$ cat config.mk
export PLATFORM = sky130hd
export DESIGN_NAME = mns_ctrl
export DESIGN_NICKNAME = d
export VERILOG_FILES = /design/src/rtl/core/mns_pkg.sv /design/src/rtl/core/mns_ctrl.sv
export SDC_FILE = /design/constraint.sdc
export NUM_CORES = 1
export LEC_CHECK = 0
export ABC_AREA = 1
export BUFFER_PORTS_ARGS = -buffer_cell sky130_fd_sc_hd__buf_4
export CAP_MARGIN = 20
export CORE_AREA = 2 2 39 41
export DETAILED_ROUTE_END_ITERATION = 10
export DIE_AREA = 0 0 41 43
export PLACE_DENSITY_LB_ADDON = 0.2
export SYNTH_ARGS = -nofsm -noshare
export SYNTH_HDL_FRONTEND = slang
export SYNTH_SLANG_ARGS = --single-unit
$ cat constraint.sdc
create_clock -name clk -period 1.4 [get_ports clk]
set_clock_uncertainty 0.05 [all_clocks]
set_input_delay 0.21 -clock clk [delete_from_list [all_inputs] [get_ports clk]]
set_output_delay 0.21 -clock clk [all_outputs]
set_load 0.01 [all_outputs]
$ cat src/rtl/core/mns_pkg.sv
// Shared types, constants and the pitch frequency table of the note sequencer.
`timescale 1ns / 1ps

package mns_pkg;

    localparam int DEFAULT_SONG_DEPTH    = 1024;
    localparam int DEFAULT_CHANNELS      = 4;
    localparam int DEFAULT_PITCH_ENTRIES = 256;

    localparam int ADDR_W      = 10;
    localparam int PITCH_W     = 8;
    localparam int DELAY_W     = 8;
    localparam int ENTRY_W     = PITCH_W + DELAY_W;
    localparam int FREQ_W      = 30;
    localparam int CHANNEL_W   = 2;
    localparam int ACTION_W    = 2;
    localparam int SOUND_W     = 2;
    localparam int PAN_W       = 8;
    localparam int COUNT_W     = 9;
    localparam int CFG_INDEX_W = 2;
    localparam int CFG_DATA_W  = 10;
    localparam int ROM_DEPTH   = 256;

    localparam int NUM_START_REGS = 4;
    localparam int DRUM_CHANNEL   = 3;

    localparam logic CMD_WRITE = 1'b0;
    localparam logic CMD_TICK  = 1'b1;

    localparam logic [ACTION_W-1:0] ACT_NONE = 2'd0;
    localparam logic [ACTION_W-1:0] ACT_STOP = 2'd1;
    localparam logic [ACTION_W-1:0] ACT_TONE = 2'd2;
    localparam logic [ACTION_W-1:0] ACT_DRUM = 2'd3;

    localparam logic [SOUND_W-1:0] SND_BASS  = 2'd0;
    localparam logic [SOUND_W-1:0] SND_SNARE = 2'd1;
    localparam logic [SOUND_W-1:0] SND_HIHAT = 2'd2;

    localparam logic [PAN_W-1:0] PAN_BASS  = 8'd128;
    localparam logic [PAN_W-1:0] PAN_SNARE = 8'd160;
    localparam logic [PAN_W-1:0] PAN_HIHAT = 8'd96;

    localparam logic [PITCH_W-1:0] NOTE_BASS  = 8'd1;
    localparam logic [PITCH_W-1:0] NOTE_SNARE = 8'd2;

    localparam longint unsigned DEC_ONE  = 64'd10000000000000000;
    localparam longint unsigned BASE_HZ  = 64'd350;
    localparam int              OCTAVE   = 12;
    localparam int              MAX_OCT  = 21;

    localparam longint unsigned SEMITONE_RATIO [OCTAVE] = '{
        64'd10000000000000000, 64'd10594630943592953, 64'd11224620483093730,
        64'd11892071150027211, 64'd12599210498948732, 64'd13348398541700344,
        64'd14142135623730950, 64'd14983070768766815, 64'd15874010519681994,
        64'd16817928305074290, 64'd17817974362806786, 64'd18877486253633869
    };

    typedef logic [FREQ_W-1:0] freq_t;
    typedef freq_t freq_rom_t [ROM_DEPTH];

    typedef struct packed {
        logic mem_write;
        logic rd_cur;
        logic rd_next;
        logic latch_entry;
        logic commit_due;
        logic commit_skip;
    } mns_cmd_t;

    typedef struct packed {
        logic due;
        logic slot_free;
    } mns_status_t;

    function automatic freq_t pitch_freq(int unsigned p);
        longint unsigned a;
        longint unsigned ip;
        longint unsigned r;
        int unsigned     q;
        q  = p / OCTAVE;
        a  = BASE_HZ * SEMITONE_RATIO[p % OCTAVE];
        ip = a / DEC_ONE;
        r  = a % DEC_ONE;
        for (int k = 0; k < MAX_OCT; k++)
        begin
            if (k < int'(q))
            begin
                r  = r * 64'd2;
                ip = ip * 64'd2;
                if (r >= DEC_ONE)
                begin
                    r  = r - DEC_ONE;
                    ip = ip + 64'd1;
                end
            end
        end
        return ip[FREQ_W-1:0];
    endfunction

    function automatic freq_rom_t build_rom();
        freq_rom_t rom;
        for (int i = 0; i < ROM_DEPTH; i++)
        begin
            rom[i] = pitch_freq(i);
        end
        return rom;
    endfunction

    localparam freq_rom_t PITCH_ROM = build_rom();

endpackage

$ cat src/rtl/core/mns_ctrl.sv
// Sequencer controller: accepts items and walks the channels of a tick.
`timescale 1ns / 1ps

module mns_ctrl #(
    parameter int CHANNELS = mns_pkg::DEFAULT_CHANNELS,
    localparam int CH_W    = $clog2(CHANNELS)
) (
    input  logic                clk,
    input  logic                rst_n,
    input  logic                item_valid,
    input  logic                item_command,
    output logic                item_ready,
    input  mns_pkg::mns_status_t status,
    output mns_pkg::mns_cmd_t    cmd,
    output logic [CH_W-1:0]     ch_sel
);

    localparam logic [1:0] S_IDLE  = 2'd0;
    localparam logic [1:0] S_CHECK = 2'd1;
    localparam logic [1:0] S_ENTRY = 2'd2;
    localparam logic [1:0] S_NEXT  = 2'd3;

    logic [1:0]      state_reg;
    logic [1:0]      state_next;
    logic [CH_W-1:0] ch_reg;
    logic [CH_W-1:0] ch_next;
    logic            last_ch;

    assign last_ch    = (ch_reg == CH_W'(CHANNELS - 1));
    assign ch_sel     = ch_reg;
    assign item_ready = (state_reg == S_IDLE);

    always_comb
    begin
        state_next = state_reg;
        ch_next    = ch_reg;
        cmd        = '0;
        case (state_reg)
            S_IDLE:
            begin
                if (item_valid)
                begin
                    if (item_command == mns_pkg::CMD_WRITE)
                    begin
                        cmd.mem_write = 1'b1;
                    end
                    else
                    begin
                        ch_next    = '0;
                        state_next = S_CHECK;
                    end
                end
            end
            S_CHECK:
            begin
                if (status.due)
                begin
                    cmd.rd_cur = 1'b1;
                    state_next = S_ENTRY;
                end
                else if (status.slot_free)
                begin
                    cmd.commit_skip = 1'b1;
                    ch_next         = last_ch ? ch_reg : ch_reg + 1'b1;
                    state_next      = last_ch ? S_IDLE : S_CHECK;
                end
            end
            S_ENTRY:
            begin
                cmd.latch_entry = 1'b1;
                cmd.rd_next     = 1'b1;
                state_next      = S_NEXT;
            end
            S_NEXT:
            begin
                if (status.slot_free)
                begin
                    cmd.commit_due = 1'b1;
                    ch_next        = last_ch ? ch_reg : ch_reg + 1'b1;
                    state_next     = last_ch ? S_IDLE : S_CHECK;
                end
            end
            default:
            begin
                state_next = S_IDLE;
            end
        endcase
    end

    always_ff @(posedge clk or negedge rst_n)
    begin
        if (!rst_n)
        begin
            state_reg <= S_IDLE;
            ch_reg    <= '0;
        end
        else
        begin
            state_reg <= state_next;
            ch_reg    <= ch_next;
        end
    end

endmodule

==> results of run 1 <==
how the worst min path moves through the flow:
stage | slack [ns] | cells after the start | from | end
finish | 0.23 | 3 | item_valid | state_reg[0]$_DFFE_PN0P_
global route | 0.25 | 3 | item_valid | state_reg[0]$_DFFE_PN0P_
CTS | 0.22 | 3 | item_command | state_reg[0]$_DFFE_PN0P_
detailed placement | -0.04 | 1 | rst_n | ch_sel[1]$_DFFE_PN0P_
global placement | -0.04 | 1 | rst_n | ch_sel[1]$_DFFE_PN0P_
floorplan | -0.14 | 0 | rst_n | ch_sel[0]$_DFFE_PN0P_
layer usage:
layer,global-route usage,up-vias
met3,0.01571,0
met1,0.1013,133
met4,0.08000,0
met2,0.1281,7
li1,-,164
met5,0,-
power by group through the flow:
stage               registers [mW]  logic [mW]  clock network, mW
global route                 0.275       0.588              0.150
detailed placement           0.259       0.461                  0
CTS                          0.247       0.517              0.149
global placement             0.259       0.461                  0
floorplan                    0.235       0.322                  0
finish                       0.263       0.516              0.137
what timing repair did:
| item | in CTS | in global routing |
|---|---|---|
| buffers inserted | 2 | 0 |
| hold buffers | 1 | 0 |
| endpoints found under the setup margin | 3 | 2 |
| gates resized for setup | 1 | 4 |
| hold endpoints to repair | 4 | 0 |
| pin swaps | 0 | 1 |
area by class of cell:
cell class / count / area [um2] / share of cell area
Sequential cell: 4 / 102.6 / 0.2247
Timing Repair Buffer: 17 / 130.1 / 0.2849
Clock buffer: 3 / 22.52 / 0.04932
Multi-Input combinational cell: 28 / 155.1 / 0.3397
Tap cell: 16 / 20.02 / 0.04384
Inverter: 7 / 26.28 / 0.05753
per-stage QoR:
step	setup TNS (ns)	setup slack, ns	power, mW	utilization	cells
finish	0	0.05714	0.9156	0.3300	75
global route	-0.02141	-0.01738	1.014	0.3300	75
CTS	0	0.01750	0.9124	0.3165	75
detailed placement	0	0.1839	0.7201	0.2812	69
global placement	0	0.1722	0.7203	0.2812	69
floorplan	0	0.1774	0.5572	-	41
cell usage after synthesis:
| library cell | count |
|---|---|
| sky130_fd_sc_hd__buf_4 | 1 |
| sky130_fd_sc_hd__o21bai_1 | 1 |
| sky130_fd_sc_hd__nor4_1 | 1 |
| sky130_fd_sc_hd__dfrtp_1 | 4 |
| sky130_fd_sc_hd__a21oi_1 | 1 |
| sky130_fd_sc_hd__o21ai_0 | 2 |
| sky130_fd_sc_hd__ha_1 | 1 |
| sky130_fd_sc_hd__nand2_1 | 12 |
| sky130_fd_sc_hd__buf_6 | 1 |
| sky130_fd_sc_hd__nor2_2 | 1 |
| sky130_fd_sc_hd__nor2_1 | 4 |
| sky130_fd_sc_hd__nand3_2 | 1 |
| sky130_fd_sc_hd__inv_2 | 2 |
| sky130_fd_sc_hd__nand3_1 | 4 |
| sky130_fd_sc_hd__inv_1 | 5 |
worst reg2reg max path, delay by kind of cell, from the launching register on:
| family | cells | cell delay (ns) |
|---|---|---|
| flops | 1 | 0.40 |
| fa+ha+maj | 1 | 0.23 |
| simple gates | 3 | 0.24 |
| compound gates | 1 | 0.17 |
logic make-up after synthesis:
group                    synth area share
AND/OR/NAND/NOR                    0.3628
adder cells (fa/ha/maj)           0.04424
buffers and inverters              0.1593
flip-flops                         0.3540
AO/OA/AOI/OAI                     0.07964
==> results.toml, run 1 <==
[global_routing]
grt_use_total = 0.08779
grt_max_degree = 8
number_of_antenna_violations_at_the_first_check_in_global_routing = 0
globalRoute.totalOverflow = 0
first_global_vias = 283
grt_first_pass_wirelength_mm = 1.028

[finish]
final_cell_mix = "sky130_fd_sc_hd__buf_4, sky130_fd_sc_hd__nand2_1, sky130_fd_sc_hd__inv_1"
layout-drive-gt1-share = 0.4576
final_common_cell = "sky130_fd_sc_hd__buf_4"
final_net_count = 68
area.growth.synth_to_final_pct = 61.50
num_antenna_cells = 0
fillcell_total = 157
layout.cell_area.non_filler_um2 = 456.7

[critical_path]
worst_endpoint_required_time_ns = 1.14
crit_path_cell_trace = "nor4_4, buf_4"
worst-endpoint-arrival_ns = 1.08
r2r_slack_ns = 0.20
crit-reg2reg-launch = "ch_sel[0]$_DFFE_PN0P_"
max_stage_delay_ns = 0.45
timing.reg2reg.worst_path_depth = 5
crit_path_end = "cmd[5]"
worstSetupStartpointType = "flip-flop"
worstSetupPathType = "reg -> out"
critPathCaptureType = "output pin"
critical_path.startpoint = "state_reg[0]$_DFFE_PN0P_"
crit-reg2reg-capture = "ch_sel[0]$_DFFE_PN0P_"
timing.critical_path.slowest_stage_cell = "sky130_fd_sc_hd__dfrtp_2"
critPathBufInv = 1
critical_path_cell_count = 2
cp_max_fo = 7
critical-path-top-delay-family = "flip-flops"

[yosys]
synth_top_cells_by_area = "sky130_fd_sc_hd__dfrtp_1, sky130_fd_sc_hd__nand2_1, sky130_fd_sc_hd__nand3_1"
yosys_warnings = 0
synthDominantAreaCellType = "sky130_fd_sc_hd__dfrtp_1"
mappedNetlistArea_um2 = 282.8
synth.lib_cells_used.distinct = 15
synth_nets = 48
post-synth-top-area-fraction = 0.3540
mean_post_synth_cell_area_um2 = 6.897
synthesis.instances = 41
part_of_the_yosys_area_used_for_sequential_elements = 0.3540
ys_ff_latch = 4

[timing]
slew_headroom = 0.8640
period_needed_ns = 1.343
finalHoldWorstSlack_ns = 0.2343
grt_setup_unrepaired = "yes"
fmax_ghz = 0.7447
worst_pin_slew_ns = 0.2035
finalCritPeriodShare = 0.9592
finalHoldViolCount = 0
setup-violations-final = 0
slew_violations = 0

[floorplan]
floorplan.die_area_um2 = 1763
initial_utilization = 0.2043
core_region_area_um2 = 1384
die_width_um = 41
ioPinCount = 15
fp-row-count = 14
die_height_um = 43

[pwr]
p_switching_mw = 0.3862
power.leakage_nw = 0.2527
seq_power_share = 0.287
power_per_cell_area_nw_per_um2 = 2005
vdd_ir_drop_max_mv = 0.6004
power.share.combinational = 0.563
power_report.internal_total_mw = 0.5293
switching_share = 0.4219
power.clock.fraction = 0.150

[place]
finalWeightedCongestion = 0.6649
io_buffers = 14
placedInstanceArea_um2 = 389.1
total_half_perimeter_wirelength_after_legalization_and_detailed_placement_um = 507.1

[run_status]
outcome = "finished clean"

[cts]
cts.root.buffer_cell = "sky130_fd_sc_hd__clkbuf_4"
clk_path_buf_depth = 2
cts.sinks = 4
cts.htree.levels = 1
clk_transition_reported_paths_ns = 0.03
tritoncts = "done"
worst_skew_late_latency_ns = 0.23
numCtsBuffers = 3

[drt]
dr_wl_met2_um = 331
drt_wl_total_um = 635
detail_route.vias_per_cell = 4.053
drt-wirelength-per-cell_um = 8.467
drt_drc_violations_left = 0
dr.pass1.iters = 1
met3RoutedLength_um = 33
antenna_left = 0
m1WireLength_um = 271
first_iter_violations = 0
highest_layer = "met3"
via_count = 304

[job]
maxCapViolCount = 0

[hold_path]
worstHoldPathType = "in -> reg"
(Power assumes the default switching activity.)
==> run 2: changes to the inputs <==
CTS_CLUSTER_SIZE = 14   (was not set)
HOLD_SLACK_MARGIN = 0.12   (was not set)
RECOVER_POWER = 100   (was not set)
==> run 2 against run 1 <==
Worst setup slack got worse by 0.00097 ns. Worst hold slack about the same. Power is 5.7% lower. Combinational power shrank 10%. Critical path depth up 1. Core utilization shrank 1.9 points. Clock-buffer cell count is the same. Register-to-register slack is essentially flat. Design area shrank 5.8%. Clock power barely moved. Fmax about the same.
==> results.toml, run 2 (synthesis gave the netlist of run 1 again) <==
[timing]
finalCritPeriodShare = 0.9599
slew_headroom = 0.8643
worst_pin_slew_ns = 0.2032
finalHoldWorstSlack_ns = 0.2343
period_needed_ns = 1.344
grt_setup_unrepaired = "yes"
fmax_ghz = 0.7441
slew_violations = 0
setup-violations-final = 0
finalHoldViolCount = 0

[critical_path]
worstSetupStartpointType = "flip-flop"
r2r_slack_ns = 0.20
worst-endpoint-arrival_ns = 1.08
critPathCaptureType = "output pin"
max_stage_delay_ns = 0.45
crit_path_cell_trace = "buf_4, nor2_2, clkbuf_1"
worstSetupPathType = "reg -> out"
worst_endpoint_required_time_ns = 1.14
cp_max_fo = 7
timing.critical_path.slowest_stage_cell = "sky130_fd_sc_hd__dfrtp_2"

[pwr]
power_report.internal_total_mw = 0.4781
power.clock.fraction = 0.159
finalPower_mw = 0.8633
seq_power_share = 0.303
switching_share = 0.4463
vdd_ir_drop_max_mv = 0.5979
p_switching_mw = 0.3853
power.share.combinational = 0.538
power.leakage_nw = 0.2250
power_per_cell_area_nw_per_um2 = 2006

[cts]
numCtsBuffers = 3
clk_transition_reported_paths_ns = 0.03
tritoncts = "done"
worst_skew_late_latency_ns = 0.23
clk_path_buf_depth = 2
cts.root.buffer_cell = "sky130_fd_sc_hd__clkbuf_4"
cts.htree.levels = 1
cts.sinks = 4

[global_routing]
busiest_layer = "met2"
globalRoute.totalOverflow = 0
first_global_vias = 283
use_met1 = 0.1013
grt_use_total = 0.08779
grt_max_degree = 8
number_of_antenna_violations_at_the_first_check_in_global_routing = 0
grt_first_pass_wirelength_mm = 1.028
met3_usage = 0.01571
gr_util_met2 = 0.1281

[finish]
num_antenna_cells = 0
final_cell_mix = "sky130_fd_sc_hd__nand2_1, sky130_fd_sc_hd__buf_4, sky130_fd_sc_hd__clkbuf_1"
area.growth.synth_to_final_pct = 52.21
final_net_count = 68
final_common_cell = "sky130_fd_sc_hd__nand2_1"
fillcell_total = 169
layout.cell_area.non_filler_um2 = 430.4
layout-drive-gt1-share = 0.3390

[place]
placedInstanceArea_um2 = 389.1
finalWeightedCongestion = 0.6649
io_buffers = 14
total_half_perimeter_wirelength_after_legalization_and_detailed_placement_um = 507.1

[floorplan]
ioPinCount = 15
core_region_area_um2 = 1384
fp-row-count = 14
initial_utilization = 0.2043
floorplan.die_area_um2 = 1763
die_height_um = 43
die_width_um = 41

[drt]
antenna_left = 0
drt-wirelength-per-cell_um = 8.533
drt_wl_total_um = 640
detail_route.vias_per_cell = 4.053
via_count = 304
dr.pass1.iters = 1
first_iter_violations = 0
drt_drc_violations_left = 0

[job]
maxCapViolCount = 0

[run_status]
outcome = "finished clean"

[hold_path]
worstHoldPathType = "in -> reg"
[run 2: cell count changes in the layout (fill, tap and decap cells not counted), sizes merged]
cell	before	now
clkbuf	3	10
buf	16	9
[run 2: timing repair]
item,4_1_cts,5_1_grt
setup buffers,2,0
endpoints found under the setup margin,3,2
hold buffers,1,0
pin swaps,0,1
hold endpoints to repair,4,0
resized for setup,1,4
[run 2: final timing paths]
path                       depth (start not counted)                      from                  endpoint
max                                                3  state_reg[0]$_DFFE_PN0P_                item_ready
min                                                3                item_valid  state_reg[0]$_DFFE_PN0P_
max reg2reg                                        5     ch_sel[0]$_DFFE_PN0P_     ch_sel[0]$_DFFE_PN0P_
min reg2reg                                        2     ch_sel[1]$_DFFE_PN0P_     ch_sel[1]$_DFFE_PN0P_
max in group asynchronous                          2                     rst_n  state_reg[1]$_DFFE_PN0P_
min in group asynchronous                          2                     rst_n     ch_sel[1]$_DFFE_PN0P_
[run 2: layout make-up]
class	count	area [um2]	share of cell area
Sequential cell	4	102.6	0.2384
Timing Repair Buffer	17	103.9	0.2413
Multi-Input combinational cell	28	155.1	0.3605
Tap cell	16	20.02	0.04651
Inverter	7	26.28	0.06105
Clock buffer	3	22.52	0.05233
[run 2: critical path: cells and delay by family, from the launching register on]
family | cells | cell delay [ns]
and+or+nand+nor | 1 | 0.09
buffers and inverters | 2 | 0.32
DFF | 1 | 0.45
[run 2: per-stage QoR]
stage                 util  setup TNS, ns  cells  worst slack, ns
global placement    0.2812              0     69           0.1722
detailed placement  0.2812              0     69           0.1839
floorplan                -              0     41           0.1774
CTS                 0.3165              0     75          0.01750
finish              0.3110              0     75          0.05617
global route        0.3110       -0.02372     75         -0.01738
[run 2: layer usage]
layer	wire (um)	part of all wire	vias up
met3	37	0.058	0
met1	274	0.43	133
li1	-	-	164
met4	0	0	0
met5	0	0	-
met2	328	0.51	7
[run 2: power by group through the flow]
stage	Clock (mW)	Sequential, mW	Combinational, mW
floorplan	0	0.235	0.322
global route	0.150	0.275	0.534
global placement	0	0.259	0.461
CTS	0.149	0.247	0.517
finish	0.137	0.262	0.464
detailed placement	0	0.259	0.461
==> run 3: changes to the inputs <==
CELL_PAD_IN_SITES_DETAIL_PLACEMENT = 0   (was not set)
CELL_PAD_IN_SITES_GLOBAL_PLACEMENT = 1   (was not set)
MAX_ROUTING_LAYER = met4   (was not set)
==> run 3 against run 2 <==
Non-clock buffer count stayed put. Critical path type unchanged. Worst setup slack better by 0.0095 ns. First-iteration DRC count rose by 5. Register-to-register slack is essentially flat. Critical endpoint is now cmd[5]. Largest power group unchanged. Die area unchanged. Highest routed layer unchanged.
==> results.toml, run 3 (synthesis gave the netlist of run 1 again) <==
[critical_path]
r2r_slack_ns = 0.20
max_stage_delay_ns = 0.43
cp_max_fo = 4
critical-path-top-delay-family = "flip-flops"
worstSetupPathType = "reg -> out"
critical_path.startpoint = "state_reg[1]$_DFFE_PN0P_"
crit-reg2reg-launch = "ch_sel[0]$_DFFE_PN0P_"
crit_path_cell_trace = "nor4_2, buf_4"
worst-endpoint-arrival_ns = 1.07
worstSetupStartpointType = "flip-flop"
critPathBufInv = 1
critPathCaptureType = "output pin"
worst_endpoint_required_time_ns = 1.14
timing.critical_path.slowest_stage_cell = "sky130_fd_sc_hd__dfrtp_2"

[drt]
detail_route.vias_per_cell = 4.200
antenna_left = 0
first_iter_violations = 5
dr.pass1.iters = 4
drt_drc_violations_left = 0
drt-wirelength-per-cell_um = 9.160
drt_wl_total_um = 687
via_count = 315

[place]
dpl.cell_count = 69
io_buffers = 14
total_half_perimeter_wirelength_after_legalization_and_detailed_placement_um = 535.3
finalWeightedCongestion = 0.6540

[cts]
clk_path_buf_depth = 2
cts.sinks = 4
cts.htree.levels = 1
worst_skew_late_latency_ns = 0.23
tritoncts = "done"
clk_transition_reported_paths_ns = 0.04
numCtsBuffers = 3
cts.root.buffer_cell = "sky130_fd_sc_hd__clkbuf_4"

[run_status]
outcome = "finished clean"

[global_routing]
grt_use_total = 0.09381
globalRoute.totalOverflow = 0
first_global_vias = 282
grt_max_degree = 8
grt_first_pass_wirelength_mm = 1.041
number_of_antenna_violations_at_the_first_check_in_global_routing = 0

[floorplan]
die_width_um = 41
initial_utilization = 0.2043
core_region_area_um2 = 1384
fp-row-count = 14
die_height_um = 43
ioPinCount = 15
floorplan.die_area_um2 = 1763

[timing]
slew_violations = 0
slew_headroom = 0.8595
period_needed_ns = 1.334
setup-violations-final = 0
fmax_ghz = 0.7494
finalCritPeriodShare = 0.9531
finalHoldWorstSlack_ns = 0.2419
finalHoldViolCount = 0
worst_pin_slew_ns = 0.2108

[pwr]
finalPower_mw = 0.8679
vdd_ir_drop_max_mv = 0.9276
power.leakage_nw = 0.2289
power_per_cell_area_nw_per_um2 = 2016

[finish]
area.growth.synth_to_final_pct = 52.21
num_antenna_cells = 0
final_common_cell = "sky130_fd_sc_hd__nand2_1"
final_cell_mix = "sky130_fd_sc_hd__nand2_1, sky130_fd_sc_hd__buf_4, sky130_fd_sc_hd__clkbuf_1"
layout.cells.non_filler = 75
fin_util = 0.3110
layout-drive-gt1-share = 0.3729
final_net_count = 68

[hold_path]
holdCritStartpoint = "status[1]"
worstHoldPathType = "in -> reg"

[job]
maxCapViolCount = 0
[run 3: cell types whose count changed in the layout (fill, tap and decap cells not counted)]
cell	previous run	this run
sky130_fd_sc_hd__clkbuf_1	7	6
sky130_fd_sc_hd__buf_4	9	10
sky130_fd_sc_hd__nor4_2	0	1
sky130_fd_sc_hd__nand3_1	4	3
sky130_fd_sc_hd__nor4_4	1	0
sky130_fd_sc_hd__nand3_2	1	2
[run 3: metrics by stage]
step | TNS (ns) | setup WS [ns] | area, um2
2_1_floorplan | 0 | 0.1774 | 282.8
3_3_place_gp | 0 | 0.1725 | 389.1
3_5_place_dp | 0 | 0.1899 | 389.1
4_1_cts | 0 | 0.02889 | 430.4
5_1_grt | -0.004570 | -0.004570 | 430.4
6_report | 0 | 0.06568 | 430.4
[run 3: final cells by class]
type / instances / area, um2
fillers: 153 / 953.4
multi-input cells: 28 / 151.4
clock buffers: 3 / 22.52
flip-flops and latches: 4 / 102.6
well taps: 16 / 20.02
repair buffers: 17 / 107.6
inverters: 7 / 26.28
[run 3: timing repair]
item                                   4_1_cts  5_1_grt
setup endpoints to repair                    3        3
gates resized for setup                      1        4
cloned                                       0        0
pin swaps                                    0        2
endpoints found under the hold margin        4        0
hold buffers                                 1        0
buffers inserted                             1        1
[run 3: metal layers]
layer  track usage  vias to the layer above  routed length [um]
li1              -                      163                   -
met1        0.1068                      140                 271
met2        0.1250                       12                 361
met3       0.04712                        0                  54
met4       0.06000                        0                   0
met5             -                        -                   0
[run 3: final timing paths]
kind | endpoint | depth (start not counted)
min in group asynchronous | state_reg[1]$_DFFE_PN0P_ | 2
worst min register to register | ch_sel[1]$_DFFE_PN0P_ | 2
max in group asynchronous | state_reg[0]$_DFFE_PN0P_ | 2
worst min-delay path | state_reg[1]$_DFFE_PN0P_ | 3
worst max-delay path | cmd[5] | 2
worst max register to register | ch_sel[0]$_DFFE_PN0P_ | 5
[run 3: worst register-to-register path: cells and delay by family, from the launching register on]
kind	cells	cell delay [ns]
AOI/OAI and AO/OA	1	0.16
adders and majority gates	1	0.24
DFF	1	0.40
and+or+nand+nor	3	0.25
[run 3: power by group]
group          switching [mW]  internal [mW]
registers              0.0751          0.178
clock network          0.0426         0.0955
logic                   0.267          0.210
